[src/rtl/bdqd_pkg.sv]
// Shared types and codes for the bounded deque with delete-by-value.
// Used by bdqd_ctrl, bdqd_dpath and bounded_deque_with_delete.
`timescale 1ns / 1ps

package bdqd_pkg;

   // Fixed field widths of the item channels
   localparam int OPCODE_W    = 3;
   localparam int VALUE_W     = 32;
   localparam int POPPED_W    = 32;
   localparam int OCC_W       = 5;
   localparam int STATUS_W    = 2;
   localparam int RSP_TDATA_W = 40;

   // Opcodes
   localparam logic [OPCODE_W-1:0] OP_PUSH_BACK  = 3'd0;
   localparam logic [OPCODE_W-1:0] OP_POP_BACK   = 3'd1;
   localparam logic [OPCODE_W-1:0] OP_PUSH_FRONT = 3'd2;
   localparam logic [OPCODE_W-1:0] OP_POP_FRONT  = 3'd3;
   localparam logic [OPCODE_W-1:0] OP_DELETE     = 3'd4;

   // Result status codes
   localparam logic [STATUS_W-1:0] ST_OK       = 2'd0;
   localparam logic [STATUS_W-1:0] ST_EMPTY    = 2'd1;
   localparam logic [STATUS_W-1:0] ST_FULL     = 2'd2;
   localparam logic [STATUS_W-1:0] ST_NO_MATCH = 2'd3;

   // Commands from controller to datapath
   typedef struct packed {
      logic                load_item;
      logic                push_back;
      logic                push_front;
      logic                pop_back;
      logic                pop_front;
      logic                capture_pop;
      logic                scan_start;
      logic                scan_next;
      logic                move_read;
      logic                move_write;
      logic                shrink;
      logic                set_status;
      logic [STATUS_W-1:0] status_code;
      logic                emit;
   } cmd_type;

   // Status from datapath to controller
   typedef struct packed {
      logic [OPCODE_W-1:0] opcode;
      logic                empty;
      logic                full;
      logic                match;
      logic                more;
      logic                out_busy;
   } sts_type;

endpackage

[src/rtl/bdqd_dpath.sv]
// Datapath of the deque: entry memory, front/count pointers, scan index,
// latched item and the result output register. Uses bdqd_pkg.
`timescale 1ns / 1ps

module bdqd_dpath #(
   parameter int CAPACITY   = 16,
   parameter int WORD_WIDTH = 32
) (
   input  logic                                 clock,
   input  logic                                 reset,
   input  bdqd_pkg::cmd_type                    cmd,
   output bdqd_pkg::sts_type                    sts,
   input  logic [bdqd_pkg::OPCODE_W-1:0]        req_opcode,
   input  logic [bdqd_pkg::VALUE_W-1:0]         req_value,
   input  logic                                 rsp_tready,
   output logic                                 rsp_tvalid,
   output logic [bdqd_pkg::POPPED_W-1:0]        rsp_popped,
   output logic [bdqd_pkg::OCC_W-1:0]           rsp_occupancy,
   output logic [bdqd_pkg::STATUS_W-1:0]        rsp_status
);
   import bdqd_pkg::*;

   localparam int PW = $clog2(CAPACITY);
   localparam int CW = $clog2(CAPACITY + 1);

   // Entry memory and registered read data
   logic [WORD_WIDTH-1:0] entry_mem_ff [CAPACITY];
   logic [WORD_WIDTH-1:0] rd_data_ff;

   logic [PW-1:0]         front_ff, front_in;
   logic [CW-1:0]         count_ff, count_in;
   logic [CW-1:0]         idx_ff, idx_in;
   logic [OPCODE_W-1:0]   op_ff;
   logic [WORD_WIDTH-1:0] word_ff;
   logic [STATUS_W-1:0]   res_status_ff;
   logic [POPPED_W-1:0]   res_popped_ff;

   logic                  rsp_valid_ff, rsp_valid_in;
   logic [POPPED_W-1:0]   rsp_popped_ff;
   logic [OCC_W-1:0]      rsp_occ_ff;
   logic [STATUS_W-1:0]   rsp_status_ff;

   logic [WORD_WIDTH-1:0] word_in;
   logic [POPPED_W-1:0]   popped_in;
   logic [OCC_W-1:0]      occ_in;
   logic [CW-1:0]         count_m1;
   logic [CW-1:0]         idx_p1;
   logic [PW-1:0]         front_inc;
   logic [PW-1:0]         front_dec;
   logic                  wr_en;
   logic [PW-1:0]         wr_addr;
   logic [WORD_WIDTH-1:0] wr_data;
   logic                  rd_en;
   logic [PW-1:0]         rd_addr;
   logic [CW-1:0]         wr_off;
   logic [CW-1:0]         rd_off;

   // Physical slot of an offset from the front, wrapped once
   function automatic logic [PW-1:0] slot_of(input logic [PW-1:0] front,
                                             input logic [CW-1:0] offset);
      logic [CW:0] sum;
      sum = {{(CW + 1 - PW){1'b0}}, front} + {1'b0, offset};
      if (sum >= (CW + 1)'(CAPACITY)) begin
         sum = sum - (CW + 1)'(CAPACITY);
      end
      return sum[PW-1:0];
   endfunction

   // Size the input value to the stored word, and a stored word to the result
   logic [63+POPPED_W:0]           value_ext;
   logic [WORD_WIDTH+POPPED_W-1:0] rd_ext;
   logic [CW+OCC_W-1:0]            count_ext;
   assign value_ext = {{(64 + POPPED_W - VALUE_W){1'b0}}, req_value};
   assign word_in   = value_ext[WORD_WIDTH-1:0];
   assign rd_ext    = {{POPPED_W{1'b0}}, rd_data_ff};
   assign popped_in = rd_ext[POPPED_W-1:0];
   assign count_ext = {{OCC_W{1'b0}}, count_ff};
   assign occ_in    = count_ext[OCC_W-1:0];

   // Pointer arithmetic
   assign count_m1  = count_ff - CW'(1);
   assign idx_p1    = idx_ff + CW'(1);
   assign front_inc = (front_ff == PW'(CAPACITY - 1)) ? '0 : front_ff + PW'(1);
   assign front_dec = (front_ff == '0) ? PW'(CAPACITY - 1) : front_ff - PW'(1);

   // Select the memory port addresses
   always_comb begin
      wr_off  = cmd.move_write ? idx_ff : count_ff;
      rd_off  = cmd.pop_back ? count_m1 : idx_p1;
      wr_en   = cmd.push_back | cmd.push_front | cmd.move_write;
      wr_addr = cmd.push_front ? front_dec : slot_of(front_ff, wr_off);
      wr_data = cmd.move_write ? rd_data_ff : word_ff;
      rd_en   = cmd.pop_back | cmd.pop_front | cmd.scan_start | cmd.scan_next |
                cmd.move_read;
      rd_addr = (cmd.pop_front | cmd.scan_start) ? front_ff : slot_of(front_ff, rd_off);
   end

   // Next pointer state
   always_comb begin
      front_in = front_ff;
      count_in = count_ff;
      idx_in   = idx_ff;
      if (cmd.push_back) begin
         count_in = count_ff + CW'(1);
      end
      if (cmd.push_front) begin
         front_in = front_dec;
         count_in = count_ff + CW'(1);
      end
      if (cmd.pop_back | cmd.shrink) begin
         count_in = count_m1;
      end
      if (cmd.pop_front) begin
         front_in = front_inc;
         count_in = count_m1;
      end
      if (cmd.scan_start) begin
         idx_in = '0;
      end
      if (cmd.scan_next | cmd.move_write) begin
         idx_in = idx_p1;
      end
   end

   // Hold pointers
   always_ff @(posedge clock) begin
      if (reset) begin
         front_ff <= '0;
         count_ff <= '0;
      end else begin
         front_ff <= front_in;
         count_ff <= count_in;
      end
      idx_ff <= idx_in;
   end

   // Entry memory, one write and one registered read a cycle
   always_ff @(posedge clock) begin
      if (wr_en) begin
         entry_mem_ff[wr_addr] <= wr_data;
      end
      if (rd_en) begin
         rd_data_ff <= entry_mem_ff[rd_addr];
      end
   end

   // Latch the item and build its result
   always_ff @(posedge clock) begin
      if (cmd.load_item) begin
         op_ff         <= req_opcode;
         word_ff       <= word_in;
         res_status_ff <= ST_OK;
         res_popped_ff <= '0;
      end
      if (cmd.set_status) begin
         res_status_ff <= cmd.status_code;
      end
      if (cmd.capture_pop) begin
         res_popped_ff <= popped_in;
      end
   end

   // Output register: load on emit, drop when taken
   always_comb begin
      rsp_valid_in = rsp_valid_ff;
      if (cmd.emit) begin
         rsp_valid_in = 1'b1;
      end else if (rsp_tready) begin
         rsp_valid_in = 1'b0;
      end
   end

   always_ff @(posedge clock) begin
      if (reset) begin
         rsp_valid_ff <= 1'b0;
      end else begin
         rsp_valid_ff <= rsp_valid_in;
      end
      if (cmd.emit) begin
         rsp_popped_ff <= res_popped_ff;
         rsp_occ_ff    <= occ_in;
         rsp_status_ff <= res_status_ff;
      end
   end

   assign rsp_tvalid    = rsp_valid_ff;
   assign rsp_popped    = rsp_popped_ff;
   assign rsp_occupancy = rsp_occ_ff;
   assign rsp_status    = rsp_status_ff;

   // Status toward the controller
   always_comb begin
      sts.opcode   = op_ff;
      sts.empty    = (count_ff == '0);
      sts.full     = (count_ff == CW'(CAPACITY));
      sts.match    = (rd_data_ff == word_ff);
      sts.more     = (idx_p1 < count_ff);
      sts.out_busy = rsp_valid_ff & ~rsp_tready;
   end

   // Checks
   a_count_bound: assert property (@(posedge clock) disable iff (reset)
      count_ff <= CW'(CAPACITY))
      else $error("entry count exceeds capacity");

   a_front_bound: assert property (@(posedge clock) disable iff (reset)
      front_ff <= PW'(CAPACITY - 1))
      else $error("front index out of range");

   a_push_grows: assert property (@(posedge clock) disable iff (reset)
      (cmd.push_back || cmd.push_front) |=> count_ff == $past(count_ff) + CW'(1))
      else $error("push did not grow the count");

endmodule

[src/rtl/bdqd_ctrl.sv]
// Controller state machine of the deque: sequences push, pop, search and
// compaction steps and issues commands to bdqd_dpath. Uses bdqd_pkg.
`timescale 1ns / 1ps

module bdqd_ctrl (
   input  logic              clock,
   input  logic              reset,
   input  logic              req_tvalid,
   output logic              req_tready,
   input  bdqd_pkg::sts_type sts,
   output bdqd_pkg::cmd_type cmd
);
   import bdqd_pkg::*;

   localparam logic [2:0] S_IDLE     = 3'd0;
   localparam logic [2:0] S_EXEC     = 3'd1;
   localparam logic [2:0] S_POP_WAIT = 3'd2;
   localparam logic [2:0] S_SCAN     = 3'd3;
   localparam logic [2:0] S_MOVE_RD  = 3'd4;
   localparam logic [2:0] S_MOVE_WR  = 3'd5;
   localparam logic [2:0] S_FINISH   = 3'd6;

   logic [2:0] state_ff, state_in;

   assign req_tready = (state_ff == S_IDLE);

   // Next state and commands
   always_comb begin
      state_in = state_ff;
      cmd      = '0;
      unique case (state_ff)
         S_IDLE: begin
            if (req_tvalid) begin
               cmd.load_item = 1'b1;
               state_in      = S_EXEC;
            end
         end
         S_EXEC: begin
            state_in = S_FINISH;
            unique case (sts.opcode)
               OP_PUSH_BACK, OP_PUSH_FRONT: begin
                  if (sts.full) begin
                     cmd.set_status  = 1'b1;
                     cmd.status_code = ST_FULL;
                  end else if (sts.opcode == OP_PUSH_BACK) begin
                     cmd.push_back = 1'b1;
                  end else begin
                     cmd.push_front = 1'b1;
                  end
               end
               OP_POP_BACK, OP_POP_FRONT: begin
                  if (sts.empty) begin
                     cmd.set_status  = 1'b1;
                     cmd.status_code = ST_EMPTY;
                  end else begin
                     cmd.pop_back  = (sts.opcode == OP_POP_BACK);
                     cmd.pop_front = (sts.opcode == OP_POP_FRONT);
                     state_in      = S_POP_WAIT;
                  end
               end
               OP_DELETE: begin
                  if (sts.empty) begin
                     cmd.set_status  = 1'b1;
                     cmd.status_code = ST_NO_MATCH;
                  end else begin
                     cmd.scan_start = 1'b1;
                     state_in       = S_SCAN;
                  end
               end
               default: begin
               end
            endcase
         end
         S_POP_WAIT: begin
            cmd.capture_pop = 1'b1;
            state_in        = S_FINISH;
         end
         S_SCAN: begin
            priority if (sts.match) begin
               state_in = S_MOVE_RD;
            end else if (sts.more) begin
               cmd.scan_next = 1'b1;
            end else begin
               cmd.set_status  = 1'b1;
               cmd.status_code = ST_NO_MATCH;
               state_in        = S_FINISH;
            end
         end
         S_MOVE_RD: begin
            if (sts.more) begin
               cmd.move_read = 1'b1;
               state_in      = S_MOVE_WR;
            end else begin
               cmd.shrink = 1'b1;
               state_in   = S_FINISH;
            end
         end
         S_MOVE_WR: begin
            cmd.move_write = 1'b1;
            state_in       = S_MOVE_RD;
         end
         S_FINISH: begin
            if (!sts.out_busy) begin
               cmd.emit = 1'b1;
               state_in = S_IDLE;
            end
         end
         default: begin
            state_in = S_IDLE;
         end
      endcase
   end

   // Advance state
   always_ff @(posedge clock) begin
      if (reset) begin
         state_ff <= S_IDLE;
      end else begin
         state_ff <= state_in;
      end
   end

   // Checks
   a_emit_free: assert property (@(posedge clock) disable iff (reset)
      cmd.emit |-> !sts.out_busy)
      else $error("result emitted over a waiting result");

   a_load_exec: assert property (@(posedge clock) disable iff (reset)
      cmd.load_item |=> state_ff == S_EXEC)
      else $error("accepted item not executed next");

   a_one_access: assert property (@(posedge clock) disable iff (reset)
      $onehot0({cmd.push_back, cmd.push_front, cmd.pop_back, cmd.pop_front,
                cmd.scan_start, cmd.scan_next, cmd.move_read, cmd.move_write}))
      else $error("more than one memory command in a cycle");

endmodule

[src/rtl/bounded_deque_with_delete.sv]
// Bounded double-ended queue with delete-by-value, top level.
// Joins bdqd_ctrl and bdqd_dpath; uses bdqd_pkg.
`timescale 1ns / 1ps

// One item is worked at a time and gives exactly one result. After acceptance
// the item executes and the result register loads from the finish state; a
// push, a dropped push, an empty pop, a delete on an empty queue or an unused
// opcode go there straight from execution, while a pop first passes a wait
// state, as the entry memory has a registered read port. A delete compares
// entries from the front, one a cycle, up to the occupancy; on a match it
// shifts each later entry down to close the gap (a read and a write each, over
// the single memory port pair), else it finishes after the last compare.
// The block returns to idle as the result register loads, so the next item is
// accepted in the following cycle at the earliest.
// A new item is taken once the previous one has reached the output register,
// even while that result still waits; its own result is held back until the
// waiting one is taken.
// No clearing pass is needed after reset: only occupied entries are read.
module bounded_deque_with_delete #(
   parameter int CAPACITY   = 16,
   parameter int WORD_WIDTH = 32
) (
   input  logic                                 clock,
   input  logic                                 reset,
   input  logic                                 req_tvalid,
   output logic                                 req_tready,
   input  logic [bdqd_pkg::VALUE_W-1:0]         req_tdata,   // [31:0] value
   input  logic [bdqd_pkg::OPCODE_W-1:0]        req_tuser,   // [2:0] opcode
   output logic                                 rsp_tvalid,
   input  logic                                 rsp_tready,
   output logic [bdqd_pkg::RSP_TDATA_W-1:0]     rsp_tdata,   // [31:0] popped_word,
                                                             // [36:32] occupancy, zero pad
   output logic [bdqd_pkg::STATUS_W-1:0]        rsp_tuser    // [1:0] status
);
   import bdqd_pkg::*;

   cmd_type             cmd;
   sts_type             sts;
   logic [POPPED_W-1:0] rsp_popped;
   logic [OCC_W-1:0]    rsp_occupancy;

   bdqd_ctrl u_ctrl (
      .clock      (clock),
      .reset      (reset),
      .req_tvalid (req_tvalid),
      .req_tready (req_tready),
      .sts        (sts),
      .cmd        (cmd)
   );

   bdqd_dpath #(
      .CAPACITY   (CAPACITY),
      .WORD_WIDTH (WORD_WIDTH)
   ) u_dpath (
      .clock         (clock),
      .reset         (reset),
      .cmd           (cmd),
      .sts           (sts),
      .req_opcode    (req_tuser),
      .req_value     (req_tdata),
      .rsp_tready    (rsp_tready),
      .rsp_tvalid    (rsp_tvalid),
      .rsp_popped    (rsp_popped),
      .rsp_occupancy (rsp_occupancy),
      .rsp_status    (rsp_tuser)
   );

   // Pack the result fields
   assign rsp_tdata = {{(RSP_TDATA_W - POPPED_W - OCC_W){1'b0}}, rsp_occupancy, rsp_popped};

endmodule

[config.mk]
export PLATFORM = sky130hd
export DESIGN_NAME = bounded_deque_with_delete
export DESIGN_NICKNAME = d
export VERILOG_FILES = /design/src/rtl/bdqd_pkg.sv /design/src/rtl/bdqd_dpath.sv /design/src/rtl/bdqd_ctrl.sv /design/src/rtl/bounded_deque_with_delete.sv
export SDC_FILE = /design/constraint.sdc
export NUM_CORES = 1
export LEC_CHECK = 0
export ABC_CLOCK_PERIOD_IN_PS = 5120
export BUFFER_PORTS_ARGS = -buffer_cell sky130_fd_sc_hd__buf_2
export CORE_UTILIZATION = 30
export DETAILED_ROUTE_END_ITERATION = 12
export HOLD_SLACK_MARGIN = 0.1
export SLEW_MARGIN = 20
export SYNTH_ARGS = -nofsm -noshare
export SYNTH_HDL_FRONTEND = slang
export SYNTH_SLANG_ARGS = --single-unit
[constraint.sdc]
create_clock -name clock -period 5.12 [get_ports clock]
set_clock_uncertainty 0.1 [all_clocks]
set_input_delay 1.536 -clock clock [delete_from_list [all_inputs] [get_ports clock]]
set_output_delay 1.536 -clock clock [all_outputs]
set_load 0.005 [all_outputs]
==> results of run 1 <==
per-layer routing:
metal,routed length [µm],global-route usage (%)
met1,37700,23.2
met3,6440,3.54
met5,0,0
met4,1740,4.06
met2,35500,24.1
cells in the mapped netlist, types with 3 or more instances:
cell      number  area (µm²)
a21boi_0       4        30.0
a21o_1         4        30.0
a21oi_1       14        70.1
a221oi_1      64         561
a31oi_1        4        25.0
and2_1        39         244
buf_1          7        26.3
buf_2         33         165
buf_4         18         135
buf_6          9         101
clkbuf_1      46         173
dfxtp_1       13         260
edfxtp_1     657       19700
ha_1          17         213
inv_1         17        63.8
mux2_2        42         473
mux2_4        30         450
mux2i_1      452        4520
nand2_1       23        86.3
nand2b_1       8        50.1
nand3_1        7        35.0
nand4_1       10        62.6
nor2_1       164         616
nor2b_1        4        25.0
nor3_1        10        50.1
nor3b_1        4        30.0
nor4_1         3        18.8
o21a_1         3        22.5
o21ai_0       14        70.1
o21bai_1       3        22.5
o32ai_1       64         561
or2_2          3        18.8
xnor2_1       37         324
xor2_1         4        35.0
cell type report:
type                            count  share of cell area [%]
Clock buffer                       84                    5.33
Multi-Input combinational cell   1074                    27.3
Inverter                           17                   0.187
Sequential cell                   670                    58.7
Tap cell                         1287                    4.73
Timing Repair Buffer              130                    2.87
Clock inverter                     41                   0.845
Antenna cell                        1                 0.00735
through the flow:
step,cells,cell area (µm²),worst slack (ps)
after floorplan,1875,29800,212
after global placement,3178,31900,531
after detailed placement,3178,31900,411
after CTS,3303,34000,376
after global routing,3303,34000,130
final,3304,34000,337
power breakdown:
part,switching (µW),total (µW),internal (µW)
Combinational,2990,4880,1890
Sequential,392,7390,7000
Clock,2160,4770,2610
Total,5540,17000,11500
cells in the final DEF, fill, tap and decap left out, drive strengths merged, types with 13 or more instances in the layout:
cell type,n
buf,130
edfxtp,657
o32ai,64
nand2,23
mux2,74
a21oi,14
clkinv,31
inv,22
mux2i,454
o21ai,15
ha,17
dfxtp,13
clkbuf,84
and2,39
a221oi,64
xnor2,38
nor2,164
worst max-delay path, stage by stage (launching register included):
cell      delay, ps
dfxtp_1         390
inv_1           150
ha_1            200
or4b_1          520
nand4b_4        170
nor2_1           60
a21oi_1         220
ha_4            180
inv_1            50
fa_1            430
xnor2_1         290
nand2_1          90
mux2_2          570
buf_12          330
o32ai_1         340
a221oi_1         90
mux2_4          310
final timing paths:
kind | startpoint | end | slack (ps) | cells past startpoint
min | u_dpath.res_status_ff[1]$_SDFFCE_PN0P_ | u_dpath.rsp_status[1]$_DFFE_PP_ | 320 | 0
max reg2reg | u_dpath.count_ff[0]$_SDFFE_PP0P_ | u_dpath.popped_in[18]$_DFFE_PP_ | 340 | 16
max | u_dpath.count_ff[0]$_SDFFE_PP0P_ | u_dpath.popped_in[18]$_DFFE_PP_ | 340 | 16
min reg2reg | u_dpath.res_status_ff[1]$_SDFFCE_PN0P_ | u_dpath.rsp_status[1]$_DFFE_PP_ | 320 | 0
logic make-up (layout without fill, tap and decap cells):
| logic type | Yosys count | in the layout | share of synthesized area [%] |
|---|---|---|---|
| AOI/OAI and AO/OA | 192 | 192 | 5.25 |
| xor gates and xnor gates | 43 | 43 | 1.34 |
| adders and majority gates | 19 | 19 | 0.849 |
| buffers and inverters | 131 | 272 | 2.28 |
| DFF | 670 | 670 | 67.2 |
| muxes | 528 | 528 | 18.5 |
| other | 1 | 4 | 0.0126 |
| and+or+nand+nor | 289 | 289 | 4.64 |
registers in the layout (all words and copies together), names as in the netlist:
signal,flops
u_ctrl.state_ff,3
u_dpath.count_ff,5
u_dpath.entry_mem_ff,512
u_dpath.front_ff,4
u_dpath.idx_ff,5
u_dpath.op_ff,3
u_dpath.popped_in,32
u_dpath.res_popped_ff,32
u_dpath.res_status_ff,2
u_dpath.rsp_occupancy,5
u_dpath.rsp_popped,32
u_dpath.rsp_status,2
u_dpath.rsp_tvalid,1
u_dpath.word_ff,32
==> flow_summary.toml, run 1 <==
[outcome]
status = "finished, final reports clean"

[grt]
grt_pass1_vias = 16959
antenna_found_initial = 5
grt-ovfl-total = 0
grt_max_degree = 99
grt_usage_pct = 16.0
grt_pass1_wl_um = 116000

[detailed_routing]
via_per_inst = 5.25
drtAntennaViolNets = 0
drt_wl_total_um = 81400
wl_per_cell_um = 24.6
drc = 0
first_pass_iters = 5
drtIter0Drc = 1642
vias = 17362

[clock_network]
clock_path_buffers = 3
post_cts_buffers = 0
numCtsBuffers = 69
post_cts_resized = 0
htree_levels = 3
cts.clk_slew.worst_paths_ps = 60
cts-root-buf = "clkbuf_16"
cts_hold_buf = 0
worstSkewPairLatency_ps = 630
cts.sinks = 670
cts_tree = "yes"

[timing]
finalSetupViolations = 0
maxSlewHeadroom_pct = 27.2
grt_setup_unrepaired = "false"
tns_ps = 0
hold_viol_final = 0
whs_ps = 316
finalWorstPathRequiredPeriod_ps = 4780
fin_crit_sh_pct = 93.4
fmax_mhz = 209
finalMaxSlewViolations = 0
tightest_slew_ps = 1090

[floorplan]
dieArea_um2 = 100000
top_level_ports = 83
core_um2 = 98300
fp.dieW_um = 317
start_util_pct = 30.3
die_y_um = 317
num_rows = 115

[final_layout]
regArea_um2 = 20000
drive_above_1_share_pct = 16.7
multi_input_area_um2 = 9300
final_util_pct = 34.6
syn2layout_area_growth_pct = 14.4
fill_cells = 9255
fin_nets = 2020

[placed_design]
place.port_buffers = 79
dpl.hpwl_um = 44300
routabilityCongestion = 0.827

[logic_synthesis]
synth-edff-count = 657
yosys_warnings = 0
yosysSeqAreaShare_pct = 67.2
ys_seq_elements = 670
syn_area_um2 = 29800
syn_avg_cell_area_um2 = 15.9
ys_types = 68
netlist_instances = 1873
synth_top_flop_cell = "edfxtp_1"
postSynth.asyncResetShare_pct = 0

[power_and_ir_drop]
p_per_area_nw_per_um2 = 500
vdd_ir_drop_max_uv = 318
total_power_uw = 17000
power.leakage_uw = 0.0119

[worst_setup_path]
end_kind = "flip-flop"
worstSetupPathType = "flip-flop to flip-flop"
crit_path_start_kind = "flip-flop"
crit_fanout = 34
cp.required_ps = 5390
crit_arrival_ps = 5050

[min_path]
holdCritPathClass = "flip-flop to flip-flop"

[run]
cap_violations = 0
No activity file was read; power rests on OpenSTA's default activity.
==> run 2, diff against run 1 <==
Settings changed: CORE_ASPECT_RATIO from default to 0.8.
==> run 2 against run 1 <==
- via count down 2.0%
- cell count unchanged
- critical path depth unchanged
- die area about the same
- first-iteration DRC count down 11%
- register-to-register slack worse by 90 ps
- routed wire length down 0.91%
- largest cell class unchanged
==> flow_summary.toml, run 2 (synthesis results as in run 1) <==
[grt]
grt_pass1_wl_um = 116000
grt_max_degree = 99
grt_pass1_vias = 17113
grt_use_met2_pct = 24.5
antenna_found_initial = 4
grt_use_met1_pct = 21.9
grt-ovfl-total = 0
grt_usage_pct = 15.7
grt_busiest_layer = "met2"
use_met3_pct = 3.34

[floorplan]
fp.dieW_um = 354
top_level_ports = 83
dieArea_um2 = 100000
num_rows = 102
core_um2 = 97500
start_util_pct = 30.5
die_y_um = 284

[final_layout]
drive_above_1_share_pct = 16.5
n_antenna_cell = 0
design_area_um2 = 34100
syn2layout_area_growth_pct = 14.5
largest_register_ffs = 512
fin_nets = 2019
layout_commonest_cell = "edfxtp_1"
instances_no_fill = 3304
regMostFlops = "u_dpath.entry_mem_ff"
mostFrequentLayoutCells = "edfxtp_1 (657), mux2i_1 (450), nor2_1 (148)"

[worst_setup_path]
critPathBufInv = 3
crit_family = "simple AND/OR/NAND/NOR gates"
worst_path_max_delay_cell = "mux2i_4"
crit_path_start_kind = "flip-flop"
end_kind = "flip-flop"
cp_cell_sequence = "inv_1 > ha_1 > or4b_1 > nand4b_4 > nor2_1 > a21oi_1 > ha_4 > inv_1 > fa_1 > xor2_1 > nor2_1 > mux2i_4 > buf_12 > o32ai_1 > a221oi_1 > mux2_4"
worstSetupPathType = "flip-flop to flip-flop"
cp_slowest_stage_delay_ps = 830
crit_fanout = 21
cp.required_ps = 5500
crit_arrival_ps = 5250

[min_path]
holdCritPathClass = "flip-flop to flip-flop"

[power_and_ir_drop]
power.leakage_uw = 0.0119
internal_power_uw = 11600
total_power_uw = 17000
switching_power_uw = 5380
switching_share_pct = 31.7
power_frac_clock_pct = 28.1
p_per_area_nw_per_um2 = 498
power_frac_comb_pct = 28.8
vdd_ir_drop_max_uv = 258
seq_power_share_pct = 43.1

[clock_network]
cts.sinks = 670
cts_tree = "yes"
post_cts_resized = 0
worstSkewPairLatency_ps = 610
numCtsBuffers = 67
cts.clk_slew.worst_paths_ps = 60
htree_levels = 3
post_cts_buffers = 0
cts_hold_buf = 0
cts-root-buf = "clkbuf_16"
clock_path_buffers = 3

[timing]
setup_slack_ps = 247
finalMaxSlewViolations = 0
hold_viol_final = 0
fmax_mhz = 205
finalWorstPathRequiredPeriod_ps = 4870
tightest_slew_ps = 1100
fin_crit_sh_pct = 95.2
maxSlewHeadroom_pct = 25.0
grt_setup_unrepaired = "false"
tns_ps = 0
finalSetupViolations = 0

[detailed_routing]
vias = 17017
drc = 0
wl_per_cell_um = 24.4
via_per_inst = 5.15
first_pass_iters = 5
drtAntennaViolNets = 0
drt_wl_total_um = 80600
drtIter0Drc = 1455

[placed_design]
dpl_cell_area_um2 = 32000
routabilityCongestion = 0.796
place.port_buffers = 79
dpl.hpwl_um = 45000
pre_cts_ws_ps = 333
dpl.cell_count = 3192

[outcome]
status = "finished, final reports clean"

[run]
cap_violations = 0
-- run 2: cell types whose count changed in the layout (fill, tap and decap cells not counted), moves of 2 or more --
cell,before,now
buf_12,16,20
buf_4,35,32
bufinv_16,1,5
clkbuf_1,13,16
clkinv_1,19,9
clkinv_4,2,0
clkinvlp_4,4,0
inv_16,3,0
-- run 2: per-layer routing --
layer	part of all wire, %	up-vias
met2	45	572
met4	2.4	2
met3	6.8	128
met5	0.016	-
met1	45	8778
li1	-	7537
-- run 2: metrics by stage --
step           util (%)  hold WS [ps]
6_report           35.0           317
5_1_grt            35.0           330
4_1_cts            35.0           319
3_5_place_dp       32.8           305
3_3_place_gp       32.8           303
2_1_floorplan         -           300
-- run 2: final timing paths --
check | from | end | slack [ps] | depth (start not counted)
worst max-delay path | u_dpath.count_ff[1]$_SDFFE_PP0P_ | u_dpath.popped_in[9]$_DFFE_PP_ | 250 | 16
worst min-delay path | u_dpath.res_popped_ff[23]$_SDFFCE_PN0P_ | u_dpath.rsp_popped[23]$_DFFE_PP_ | 320 | 0
worst max register to register | u_dpath.count_ff[1]$_SDFFE_PP0P_ | u_dpath.popped_in[9]$_DFFE_PP_ | 250 | 16
worst min register to register | u_dpath.res_popped_ff[23]$_SDFFCE_PN0P_ | u_dpath.rsp_popped[23]$_DFFE_PP_ | 320 | 0
-- run 2: power by group through the flow --
stage               Sequential (µW)  Clock, µW  Combinational [µW]
floorplan                      7270          0                3320
global placement               7430          0                4750
detailed placement             7430          0                4860
CTS                            7320       4860                4870
global route                   7370       5070                5190
finish                         7320       4780                4880
-- run 2: layout make-up --
cell class	instances	area, µm²
inverter	17	63.8
tap	1300	1630
multi-input combinational	1074	9300
timing repair buffer	131	1040
sequential	670	20000
clock buffer	86	1810
clock inverter	26	251
fill	9224	63400
-- run 2: worst register-to-register path, cell delays in order, from the launching register on --
cell,delay (ps)
dfxtp_1,370
inv_1,150
ha_1,190
or4b_1,660
nand4b_4,230
nor2_1,60
a21oi_1,220
ha_4,170
inv_1,50
fa_1,430
xor2_1,200
nor2_1,110
mux2i_4,830
buf_12,330
o32ai_1,120
a221oi_1,320
mux2_4,210
==> run 3, diff against run 2 <==
Settings changed: CTS_BUF_LIST from default to sky130_fd_sc_hd__clkbuf_4.
==> run 3 against run 2 <==
- routed wire length grew 2.0%
- largest cell class unchanged
- worst setup slack gained 56 ps
- sequential share of layout area is essentially flat
- clock power shrank 6.1%
- design area is essentially flat
- total power shrank 1.7%
- global-route usage grew 0.38 points
- via count grew 3.8%
- first-iteration DRC count grew 8.3%
- non-clock buffer count is the same
- register-to-register slack gained 60 ps
- cell count grew 5.4%
- highest routed layer unchanged
==> flow_summary.toml, run 3 (synthesis results as in run 1) <==
[outcome]
status = "finished, final reports clean"

[placed_design]
dpl.hpwl_um = 45000
routabilityCongestion = 0.796
place.port_buffers = 79
dpl.cell_count = 3192

[clock_network]
cts-root-buf = "clkbuf_4"
cts_tree = "yes"
post_cts_buffers = 0
cts.sinks = 670
clock_path_buffers = 3
cts_hold_buf = 0
cts.clk_slew.worst_paths_ps = 80
post_cts_resized = 0
htree_levels = 4
numCtsBuffers = 164
worstSkewPairLatency_ps = 1040

[detailed_routing]
wl_per_cell_um = 23.6
first_pass_iters = 5
vias = 17660
drt_wl_total_um = 82200
drtAntennaViolNets = 0
drtIter0Drc = 1576
drc = 0
via_per_inst = 5.07

[floorplan]
core_um2 = 97500
num_rows = 102
dieArea_um2 = 100000
top_level_ports = 83
die_y_um = 284
fp.dieW_um = 354
start_util_pct = 30.5

[grt]
antenna_found_initial = 7
grt_max_degree = 99
grt_pass1_wl_um = 118000
grt_usage_pct = 16.1
grt-ovfl-total = 0
grt_pass1_vias = 17895

[power_and_ir_drop]
power_frac_comb_pct = 29.3
vdd_ir_drop_max_uv = 266
switching_power_uw = 5540
p_per_area_nw_per_um2 = 490
internal_power_uw = 11200
seq_power_share_pct = 43.8
power_frac_clock_pct = 26.9
power.leakage_uw = 0.0121
switching_share_pct = 33.2

[final_layout]
fin_nets = 2116
syn2layout_area_growth_pct = 14.6
regMostFlops = "u_dpath.entry_mem_ff"
drive_above_1_share_pct = 22.5
instances_no_fill = 3482
fill_cells = 9351
layout_commonest_cell = "edfxtp_1"
largest_register_ffs = 512
mostFrequentLayoutCells = "edfxtp_1 (657), mux2i_1 (450), clkbuf_4 (233)"

[timing]
fin_crit_sh_pct = 94.1
finalSetupViolations = 0
tightest_slew_ps = 1140
grt_setup_unrepaired = "false"
finalWorstPathRequiredPeriod_ps = 4820
fmax_mhz = 208
finalMaxSlewViolations = 0
maxSlewHeadroom_pct = 24.3
whs_ps = 303
tns_ps = 0
hold_viol_final = 0

[worst_setup_path]
crit_path_start_kind = "flip-flop"
worstSetupPathType = "flip-flop to flip-flop"
end_kind = "flip-flop"
ff2ff_path_depth = 16
crit_arrival_ps = 5560
crit_fanout = 21
cp.required_ps = 5860

[run]
cap_violations = 0

[min_path]
holdPathStages = 0
holdCritPathClass = "flip-flop to flip-flop"
## run 3: changes by cell type in the layout (fill, tap and decap cells not counted), moves of 2 or more
cell	delta
clkbuf_1	-16
clkbuf_16	-70
clkbuf_4	+233
clkinv_1	+32
clkinv_2	-9
clkinvlp_4	+2
diode_2	+3
inv_2	+3
## run 3: critical path, cell delays in order, from the launching register on
cell and delay, ps:
dfxtp_1 370, inv_1 150, ha_1 190, or4b_1 650
nand4b_4 230, nor2_1 60, a21oi_1 210, ha_4 170
inv_1 50, fa_1 430, xor2_1 200, nor2_1 110
mux2i_4 830, buf_12 320, o32ai_1 130, a221oi_1 270
mux2_4 190
## run 3: power groups by stage
stage | sequential [µW] | combinational, µW | clock, µW
floorplan | 7270 | 3320 | 0
global placement | 7430 | 4750 | 0
detailed placement | 7430 | 4860 | 0
CTS | 7320 | 4870 | 4620
global route | 7370 | 5180 | 4880
finish | 7320 | 4890 | 4490
## run 3: layout make-up
type / count / area, µm² / share of cell area [%]
Sequential cell: 670 / 20000 / 58.6
Multi-Input combinational cell: 1074 / 9300 / 27.3
Clock buffer: 233 / 1750 / 5.13
Tap cell: 1300 / 1630 / 4.77
Timing Repair Buffer: 131 / 1040 / 3.04
Clock inverter: 54 / 332 / 0.972
Inverter: 17 / 63.8 / 0.187
Antenna cell: 3 / 7.51 / 0.0220
## run 3: path summary, 6_finish.rpt
| path | from | end | slack, ps |
|---|---|---|---|
| max | u_dpath.count_ff[1]$_SDFFE_PP0P_ | u_dpath.popped_in[2]$_DFFE_PP_ | 300 |
| min reg2reg | u_dpath.res_popped_ff[8]$_SDFFCE_PN0P_ | u_dpath.rsp_popped[8]$_DFFE_PP_ | 300 |
| max reg2reg | u_dpath.count_ff[1]$_SDFFE_PP0P_ | u_dpath.popped_in[2]$_DFFE_PP_ | 300 |
| min | u_dpath.res_popped_ff[8]$_SDFFCE_PN0P_ | u_dpath.rsp_popped[8]$_DFFE_PP_ | 300 |
## run 3: layer usage
metal  global-route usage (%)  up-vias  share of wire, %
met5                        0        -             0.016
met4                     6.39        2               2.4
met3                     3.86      143               8.1
met2                     24.5      742                45
met1                     22.0     8944                44
li1                         -     7829                 -
## run 3: metrics by stage
stage | cell area, µm² | total power [µW] | worst slack, ps | util [%]
final | 34100 | 16700 | 303 | 35.0
after global routing | 34100 | 17400 | 40.7 | 35.0
after CTS | 34100 | 16800 | 351 | 35.0
after detailed placement | 32000 | 12300 | 333 | 32.8
after global placement | 32000 | 12200 | 441 | 32.8
after floorplan | 29800 | 10600 | 212 | -
